**src/pbl_pkg.sv**
```systemverilog
// Shared types and constants for the palette scanline blitter.
// Used by every module under src; depends on nothing.
`default_nettype none

package pbl_pkg;

    localparam int SCREEN_WIDTH_DEF  = 360;
    localparam int SCREEN_HEIGHT_DEF = 360;

    localparam int ADDR_W    = 17;
    localparam int COLOR_W   = 16;
    localparam int DEST_W    = 18;
    localparam int POS_W     = 19;
    localparam int COORD_W   = 16;
    localparam int INDEX_W   = 8;
    localparam int CFG_IDX_W = 1;

    typedef enum logic [1:0] {
        OP_LOAD  = 2'd0,
        OP_ROW   = 2'd1,
        OP_PIXEL = 2'd2,
        OP_NONE  = 2'd3
    } op_t;

    typedef enum logic [CFG_IDX_W-1:0] {
        CFG_OFFSET_X = 1'b0,
        CFG_OFFSET_Y = 1'b1
    } cfg_idx_t;

    typedef struct packed {
        logic              hit;
        logic [ADDR_W-1:0] addr;
    } pix_req_t;

endpackage

`default_nettype wire

```
**src/palette_scanline_blit.sv**
```systemverilog
// Top level of the palette scanline blitter.
// Depends on pbl_pkg, pbl_row_ctrl, pbl_palette_ram and pbl_out_pipe.
//
//   channel  | handshake             | payload
//   ---------+-----------------------+---------------------------------------
//   in       | in_valid / in_stall   | opcode, palette and row fields, pixel
//   out      | out_valid / out_stall | write_address, write_color
//   cfg      | cfg_we                | cfg_index, cfg_data
//
// One word accepted per cycle while in_stall is low; a pixel write passes
// through the palette RAM read stage, then the output register.
// Reset clears row state, offsets and pipeline valids; palette is not cleared.
// out_stall holds the output register; input stalls only when both the
// read stage and the output register are full.
`default_nettype none

module palette_scanline_blit #(
    parameter int SCREEN_WIDTH  = pbl_pkg::SCREEN_WIDTH_DEF,
    parameter int SCREEN_HEIGHT = pbl_pkg::SCREEN_HEIGHT_DEF
) (
    input  wire logic                          clk,
    input  wire logic                          rst_n,
    input  wire logic                          cfg_we,
    input  wire logic [pbl_pkg::CFG_IDX_W-1:0] cfg_index,
    input  wire logic [pbl_pkg::COORD_W-1:0]   cfg_data,
    input  wire logic                          in_valid,
    output logic                               in_stall,
    input  wire logic [1:0]                    opcode,
    input  wire logic [pbl_pkg::INDEX_W-1:0]   palette_slot,
    input  wire logic [pbl_pkg::COLOR_W-1:0]   palette_color,
    input  wire logic [pbl_pkg::COORD_W-1:0]   frame_left,
    input  wire logic [pbl_pkg::COORD_W-1:0]   frame_top,
    input  wire logic [pbl_pkg::COORD_W-1:0]   row_line,
    input  wire logic [pbl_pkg::COORD_W-1:0]   row_width,
    input  wire logic                          key_enable,
    input  wire logic [pbl_pkg::INDEX_W-1:0]   key_index,
    input  wire logic [pbl_pkg::INDEX_W-1:0]   pixel_index,
    output logic                               out_valid,
    input  wire logic                          out_stall,
    output logic      [pbl_pkg::ADDR_W-1:0]    write_address,
    output logic      [pbl_pkg::COLOR_W-1:0]   write_color
);
    import pbl_pkg::*;

    op_t                op;
    logic               take;
    logic               a_ready;
    pix_req_t           req;
    logic [COLOR_W-1:0] rd_data;

    assign op       = op_t'(opcode);
    assign in_stall = !a_ready;
    assign take     = in_valid && a_ready;

    pbl_row_ctrl #(
        .SCREEN_WIDTH  (SCREEN_WIDTH),
        .SCREEN_HEIGHT (SCREEN_HEIGHT)
    ) u_row_ctrl (
        .clk         (clk),
        .rst_n       (rst_n),
        .cfg_we      (cfg_we),
        .cfg_index   (cfg_index),
        .cfg_data    (cfg_data),
        .take        (take),
        .opcode      (op),
        .frame_left  (frame_left),
        .frame_top   (frame_top),
        .row_line    (row_line),
        .row_width   (row_width),
        .key_enable  (key_enable),
        .key_index   (key_index),
        .pixel_index (pixel_index),
        .req         (req)
    );

    pbl_palette_ram u_palette_ram (
        .clk   (clk),
        .we    (take && (op == OP_LOAD)),
        .waddr (palette_slot),
        .wdata (palette_color),
        .re    (take && req.hit),
        .raddr (pixel_index),
        .rdata (rd_data)
    );

    pbl_out_pipe u_out_pipe (
        .clk           (clk),
        .rst_n         (rst_n),
        .take          (take),
        .req           (req),
        .rd_data       (rd_data),
        .out_stall     (out_stall),
        .a_ready       (a_ready),
        .out_valid     (out_valid),
        .write_address (write_address),
        .write_color   (write_color)
    );

endmodule

`default_nettype wire

```
**src/pbl_palette_ram.sv**
```systemverilog
// 256 x 16 palette memory, one write port and one registered read port.
// Depends on pbl_pkg.
`default_nettype none

module pbl_palette_ram (
    input  wire logic                        clk,
    input  wire logic                        we,
    input  wire logic [pbl_pkg::INDEX_W-1:0] waddr,
    input  wire logic [pbl_pkg::COLOR_W-1:0] wdata,
    input  wire logic                        re,
    input  wire logic [pbl_pkg::INDEX_W-1:0] raddr,
    output logic      [pbl_pkg::COLOR_W-1:0] rdata
);
    import pbl_pkg::*;

    logic [COLOR_W-1:0] mem [0:(1 << INDEX_W)-1];

    always_ff @(posedge clk)
    begin
        if (we)
        begin
            mem[waddr] <= wdata;
        end
    end

    always_ff @(posedge clk)
    begin
        if (re)
        begin
            rdata <= mem[raddr];
        end
    end

endmodule

`default_nettype wire

```
**src/pbl_row_ctrl.sv**
```systemverilog
// Offset registers, latched row state and per-pixel clip/key decision.
// Depends on pbl_pkg.
`default_nettype none

module pbl_row_ctrl #(
    parameter int SCREEN_WIDTH  = pbl_pkg::SCREEN_WIDTH_DEF,
    parameter int SCREEN_HEIGHT = pbl_pkg::SCREEN_HEIGHT_DEF
) (
    input  wire logic                          clk,
    input  wire logic                          rst_n,
    input  wire logic                          cfg_we,
    input  wire logic [pbl_pkg::CFG_IDX_W-1:0] cfg_index,
    input  wire logic [pbl_pkg::COORD_W-1:0]   cfg_data,
    input  wire logic                          take,
    input  wire pbl_pkg::op_t                  opcode,
    input  wire logic [pbl_pkg::COORD_W-1:0]   frame_left,
    input  wire logic [pbl_pkg::COORD_W-1:0]   frame_top,
    input  wire logic [pbl_pkg::COORD_W-1:0]   row_line,
    input  wire logic [pbl_pkg::COORD_W-1:0]   row_width,
    input  wire logic                          key_enable,
    input  wire logic [pbl_pkg::INDEX_W-1:0]   key_index,
    input  wire logic [pbl_pkg::INDEX_W-1:0]   pixel_index,
    output pbl_pkg::pix_req_t                  req
);
    import pbl_pkg::*;

    logic [COORD_W-1:0] offset_x_reg, offset_x_next;
    logic [COORD_W-1:0] offset_y_reg, offset_y_next;
    logic [DEST_W-1:0]  dest_row_reg, dest_row_next;
    logic               row_visible_reg, row_visible_next;
    logic [COORD_W-1:0] column_count_reg, column_count_next;
    logic [COORD_W-1:0] width_held_reg, width_held_next;
    logic [COORD_W-1:0] left_held_reg, left_held_next;
    logic               key_enable_held_reg, key_enable_held_next;
    logic [INDEX_W-1:0] key_index_held_reg, key_index_held_next;

    logic [POS_W-1:0]  y_pos;
    logic [POS_W-1:0]  x_pos;
    logic              y_ok;
    logic              x_ok;
    logic [31:0]       y_prod;
    logic [DEST_W-1:0] addr_sum;
    logic              in_row;
    logic              keyed;

    // y and x are 19-bit two's complement; the top bit marks negative
    assign y_pos = {{(POS_W-COORD_W){offset_y_reg[COORD_W-1]}}, offset_y_reg}
                 + {{(POS_W-COORD_W){1'b0}}, frame_top}
                 + {{(POS_W-COORD_W){1'b0}}, row_line};
    assign x_pos = {{(POS_W-COORD_W){offset_x_reg[COORD_W-1]}}, offset_x_reg}
                 + {{(POS_W-COORD_W){1'b0}}, left_held_reg}
                 + {{(POS_W-COORD_W){1'b0}}, column_count_reg};

    assign y_ok     = !y_pos[POS_W-1] && (y_pos < POS_W'(SCREEN_HEIGHT));
    assign x_ok     = !x_pos[POS_W-1] && (x_pos < POS_W'(SCREEN_WIDTH));
    assign y_prod   = {{(32-POS_W){1'b0}}, y_pos} * 32'(SCREEN_WIDTH);
    assign addr_sum = dest_row_reg + x_pos[DEST_W-1:0];
    assign in_row   = column_count_reg < width_held_reg;
    assign keyed    = key_enable_held_reg && (pixel_index == key_index_held_reg);

    always_comb
    begin
        req.hit  = take && (opcode == OP_PIXEL) && in_row && row_visible_reg
                 && x_ok && !keyed;
        req.addr = addr_sum[ADDR_W-1:0];
    end

    always_comb
    begin
        offset_x_next        = offset_x_reg;
        offset_y_next        = offset_y_reg;
        dest_row_next        = dest_row_reg;
        row_visible_next     = row_visible_reg;
        column_count_next    = column_count_reg;
        width_held_next      = width_held_reg;
        left_held_next       = left_held_reg;
        key_enable_held_next = key_enable_held_reg;
        key_index_held_next  = key_index_held_reg;

        if (cfg_we)
        begin
            case (cfg_idx_t'(cfg_index))
                CFG_OFFSET_X: offset_x_next = cfg_data;
                CFG_OFFSET_Y: offset_y_next = cfg_data;
                default: ;
            endcase
        end

        if (take)
        begin
            case (opcode)
                OP_ROW:
                begin
                    row_visible_next     = y_ok;
                    dest_row_next        = y_ok ? y_prod[DEST_W-1:0] : '0;
                    left_held_next       = frame_left;
                    width_held_next      = row_width;
                    key_enable_held_next = key_enable;
                    key_index_held_next  = key_index;
                    column_count_next    = '0;
                end
                OP_PIXEL:
                begin
                    if (in_row)
                    begin
                        column_count_next = column_count_reg + 1'b1;
                    end
                end
                default: ;
            endcase
        end
    end

    always_ff @(posedge clk or negedge rst_n)
    begin
        if (!rst_n)
        begin
            offset_x_reg        <= '0;
            offset_y_reg        <= '0;
            dest_row_reg        <= '0;
            row_visible_reg     <= 1'b0;
            column_count_reg    <= '0;
            width_held_reg      <= '0;
            left_held_reg       <= '0;
            key_enable_held_reg <= 1'b0;
            key_index_held_reg  <= '0;
        end
        else
        begin
            offset_x_reg        <= offset_x_next;
            offset_y_reg        <= offset_y_next;
            dest_row_reg        <= dest_row_next;
            row_visible_reg     <= row_visible_next;
            column_count_reg    <= column_count_next;
            width_held_reg      <= width_held_next;
            left_held_reg       <= left_held_next;
            key_enable_held_reg <= key_enable_held_next;
            key_index_held_reg  <= key_index_held_next;
        end
    end

endmodule

`default_nettype wire

```
**src/pbl_out_pipe.sv**
```systemverilog
// Read stage and output register for framebuffer writes, with stall control.
// Depends on pbl_pkg; color comes from the palette RAM read port.
`default_nettype none

module pbl_out_pipe (
    input  wire logic                        clk,
    input  wire logic                        rst_n,
    input  wire logic                        take,
    input  wire pbl_pkg::pix_req_t           req,
    input  wire logic [pbl_pkg::COLOR_W-1:0] rd_data,
    input  wire logic                        out_stall,
    output logic                             a_ready,
    output logic                             out_valid,
    output logic      [pbl_pkg::ADDR_W-1:0]  write_address,
    output logic      [pbl_pkg::COLOR_W-1:0] write_color
);
    import pbl_pkg::*;

    logic              a_valid_reg, a_valid_next;
    logic [ADDR_W-1:0] a_addr_reg;
    logic              b_valid_reg, b_valid_next;
    logic [ADDR_W-1:0] b_addr_reg;
    logic [COLOR_W-1:0] b_color_reg;
    logic              adv_b;

    assign adv_b   = !b_valid_reg || !out_stall;
    assign a_ready = !a_valid_reg || adv_b;

    always_comb
    begin
        a_valid_next = a_valid_reg;
        b_valid_next = b_valid_reg;
        if (adv_b)
        begin
            b_valid_next = a_valid_reg;
        end
        if (a_ready)
        begin
            a_valid_next = take && req.hit;
        end
    end

    always_ff @(posedge clk or negedge rst_n)
    begin
        if (!rst_n)
        begin
            a_valid_reg <= 1'b0;
            b_valid_reg <= 1'b0;
        end
        else
        begin
            a_valid_reg <= a_valid_next;
            b_valid_reg <= b_valid_next;
        end
    end

    always_ff @(posedge clk)
    begin
        if (take && req.hit)
        begin
            a_addr_reg <= req.addr;
        end
        if (adv_b && a_valid_reg)
        begin
            b_addr_reg  <= a_addr_reg;
            b_color_reg <= rd_data;
        end
    end

    assign out_valid     = b_valid_reg;
    assign write_address = b_addr_reg;
    assign write_color   = b_color_reg;

endmodule

`default_nettype wire

```
**config.mk**
```make
export PLATFORM = sky130hd
export DESIGN_NAME = palette_scanline_blit
export DESIGN_NICKNAME = d
export VERILOG_FILES = /design/src/pbl_pkg.sv /design/src/palette_scanline_blit.sv /design/src/pbl_palette_ram.sv /design/src/pbl_row_ctrl.sv /design/src/pbl_out_pipe.sv
export SDC_FILE = /design/constraint.sdc
export NUM_CORES = 2
export LEC_CHECK = 0
export BUFFER_PORTS_ARGS = -buffer_cell sky130_fd_sc_hd__buf_2
export CAP_MARGIN = 20
export CORE_UTILIZATION = 40
export CTS_CLUSTER_SIZE = 30
export DETAILED_ROUTE_END_ITERATION = 10
export GPL_TIMING_DRIVEN = 0
export PLACE_DENSITY_LB_ADDON = 0.25
export SYNTH_ARGS = -nofsm -noshare
export SYNTH_HDL_FRONTEND = slang
export SYNTH_SLANG_ARGS = --single-unit
```
**constraint.sdc**
```tcl
create_clock -name clk -period 10 [get_ports clk]
set_input_delay 2 -clock clk [delete_from_list [all_inputs] [get_ports clk]]
set_output_delay 2 -clock clk [all_outputs]
set_load 0.05 [all_outputs]
```
==> results <==
- Synthesis produced 7209 cells.
- The area of the die is approximately 420000 µm².
- Setup slack on the worst reg-to-reg path comes out at 3.80 ns.
- The final count of hold timing violations is 0.
- The type of the worst setup path is primary input to flip-flop.
- The final HPWL from detailed placement is 320000 µm.
- The peak supply drop is 335 µV.
- At the pin with the least slew margin, the transition time is 1.21 ns.
- Hold timing on the final database bottoms out at a slack of between 0.4 and 0.5 ns.
- In this run the worst setup path begins at frame_top[0].
- The final non-filler cell total is around 14000.
- The number of ports placed on the die boundary is 164.
- Yosys instantiated no cell more often than edfxtp_1.
- After detailed placement, the design holds a cell count of 13100.
- The cell area that synthesis handed to floorplanning was around 170000 µm².
- The overall die width is 649 µm.
- The post-layout utilization of the core is 46.8%.
- The first-iteration detailed-routing DRC count is 10600.
- The largest net degree at the start of global routing is 141.
- In this run the static leakage power is between 60 and 70 nW.
- The number of antenna violations at the first check in global routing is 55.
- Across all setup checks in the final design, the least slack found is 3.08 ns.
- For this run the aggregate overflow at the end of global routing stands at 0.
- The maximum clock path buffer count is 4.
- TritonCTS built the clock tree.
- The global-route usage over all layers is 21.8%.
- The number of remaining DRC errors is 0.
- CTS built an H-tree with a depth of 5.
- Across all layers, the routed design uses 80900 vias.
- The clock latency of the later-clocked register in the worst-skew pair is 1.01 ns.
- The wire length per cell after detailed routing is 33.3 µm.
- Once detail routing completed, the nets flagged for antenna violations numbered 0.
- Summing internal, switching and leakage power gives 41.3 mW.
- Yosys printed 0 warnings.
- The remaining max-slew budget at the tightest pin is 19.4%.
- The number of synthesized register bits is 4268.
- The number of rows created at floorplan is 237.
- The setup skew after layout is 0.0857 ns.
- The worst min-delay path startpoint is u_out_pipe.a_addr_reg[3]$_DFFE_PP_.
- After synthesis, the most frequently instantiated cells are edfxtp_1 (4162), mux4_2 (1360), nor2_1 (326).
- In this run the worst path has a maximum fanout of 5.
- The mean number of vias per cell is 5.79.
- The clock transition at the registers of the reported paths is 0.07 ns.
- The endpoint kind of the worst setup timing path is a flip-flop.
- The type of the most critical hold path is flip-flop to flip-flop.
- The number of hold buffers added after CTS is 0.
- The number of nets in the synthesized netlist is 7479.
- The most used flip-flop cell after synthesis is edfxtp_1.
- Setup repair after global routing left no endpoint under its margin.
- The post-synthesis cell type with the largest combined area is edfxtp_1.
- The count of buffers added on input and output ports is about 160.
- The share of flip-flops with an asynchronous set or reset after synthesis is 2.48%.
- Once the floorplan was initialized, standard cells occupied 40.2% of the core.
- For this run, the detailed router's first-pass iteration total came to 6.
- STA classifies the critical path startpoint as a primary input.
- The vertical die dimension is 649 µm.
- The count of buffers added by post-CTS timing repair for setup is 0.
- Of the post-synthesis cell area, the dominant cell type holds 74.7%.
- The number of failing setup endpoints in the final timing report is 0.
- In this run the cell area measured after placement is 181000 µm².
- Across the run, the number of max-cap violations was 0.
- Dividing the final minimum period by the clock period gives between 60 and 70%.
- The smallest clock period supported by the final layout is computed as 6.92 ns.
- Clock tree synthesis selected as its root buffer the cell clkbuf_16.
- The flip-flop count of the largest register after layout is between 4000 and 5000.
- The final wirelength is around 460000 µm.
- The max-slew violation total from the final report is 0.
- The reg-to-reg critical path startpoint is u_row_ctrl.offset_x_reg[1]$_DFFE_PN0P_.
- The upper clock frequency limit is 145 MHz.
- The total clock sinks is between 4000 and 5000.
- Before CTS, the worst setup slack after placement is 2.09 ns.
- In the final timing run, aggregate negative setup slack is 0 ns.
- The final weighted congestion in routability-driven placement is a little over 0.9.
- The via count of the first global-routing pass is between 80000 and 90000.
- The share of final-layout standard cells stronger than drive strength 1 is 33.4%.
- The net count reported at finish is 8356.
- The number of gates given a new drive strength after cts is 0.
- The core box area is 417000 µm².
- The total non-filler cell area in the finished layout is 195000 µm².
- The data required time at the worst endpoint is 10.91 ns.
- The sequential area share after synthesis is 76.2%.
- The synthesized design contains 4162 enable-type register cells.
- From synthesis to final layout, the design area changed by 16.5%.
- The average cell area after synthesis is 23.2 µm².
- The flow ran to the end, and the final reports show no timing, DRC or antenna violations.
- The signal arrival time at the worst endpoint is 7.83 ns.
- The CTS buffer count is 433.
- Sorting the synthesized cells by area gives the leading types as edfxtp_1 (75%), mux4_2 (18%), dfrtp_1 (1.6%).
- Counting distinct cell types in the post-synthesis netlist gives between 60 and 70.
- The global-route wire length before repair is 645000 µm.
- The power per standard cell area is 212 nW/µm².
- The number of fillers in the final layout is 33600.
[power breakdown]
part	internal (mW)	switching (mW)	total, mW
logic	2.25	3.16	5.41
registers	19.7	0.0457	19.7
clock network	9.25	6.90	16.2
total	31.2	10.1	41.3
[metal layers]
layer / vias up / routed length (µm) / global-route usage [%]
met2: 3776 / 221000 / 34.6
li1: 32500 / - / -
met1: 43900 / 185000 / 30.3
met3: 688 / 38900 / 4.00
met4: 2 / 18500 / 7.92
met5: - / 18 / 0
[worst paths after layout]
path	end	depth (start not counted)
setup / recovery	u_row_ctrl.dest_row_reg[16]$_DFFE_PN0P_	28
hold / removal	u_out_pipe.write_address[3]$_DFFE_PP_	0
setup reg to reg	u_palette_ram.rdata[13]$_DFFE_PP_	23
hold reg to reg	u_out_pipe.write_address[3]$_DFFE_PP_	0
max in group asynchronous	u_row_ctrl.width_held_reg[14]$_DFFE_PN0P_	2
min in group asynchronous	u_row_ctrl.key_index_held_reg[4]$_DFFE_PN0P_	1
[area by class of cell]
cell class | instances | area [µm²] | share of cell area, %
antenna | 38 | 95.1 | 0.0487
buffer | 359 | 1490 | 0.763
clock buffer | 527 | 11500 | 5.87
clock inverter | 251 | 2620 | 1.34
inverter | 91 | 342 | 0.175
multi-input combinational | 2491 | 38700 | 19.8
sequential | 4268 | 128000 | 65.4
tap | 5497 | 6880 | 3.52
timing repair buffer | 442 | 5940 | 3.05
[cell usage in the layout, fill, tap and decap left out, types with 91 or more instances in the layout]
cell type,instances
inv_1,91
buf_8,224
dfrtp_1,106
edfxtp_1,4162
clkbuf_1,266
nor2_2,256
ha_1,119
mux4_2,1360
buf_2,204
nand2_1,172
clkbuf_16,443
[critical path, cell delays in order]
cell      delay (ns)
buf_2           0.10
ha_1            0.23
fa_1            0.44
a211oi_1        0.37
o21bai_1        0.12
a211oi_1        0.24
a21oi_1         0.10
ha_1            0.38
nand2_1         0.09
nor2_1          0.05
a41oi_2         0.24
nand2_1         0.10
xor2_1          0.38
ha_1            0.32
inv_1           0.11
fa_1            0.45
fa_1            0.52
inv_1           0.04
ha_1            0.30
nor2_1          0.11
nor2_1          0.04
o31a_1          0.10
o21ai_0         0.22
nand2b_1        0.09
a21oi_1         0.22
o21ai_0         0.15
xnor2_1         0.14
o21ai_0         0.16
[cells by family after synthesis]
group                      Yosys count  synth area share [%]
AOI/OAI and AO/OA                  247                 0.953
xor gates and xnor gates           101                 0.546
adders and majority gates          141                  1.15
buffers and inverters              450                  1.07
DFF                               4268                  76.2
muxes                             1394                  18.5
and+or+nand+nor                    608                  1.52
Note: power is estimated with default switching activity, not from simulation.
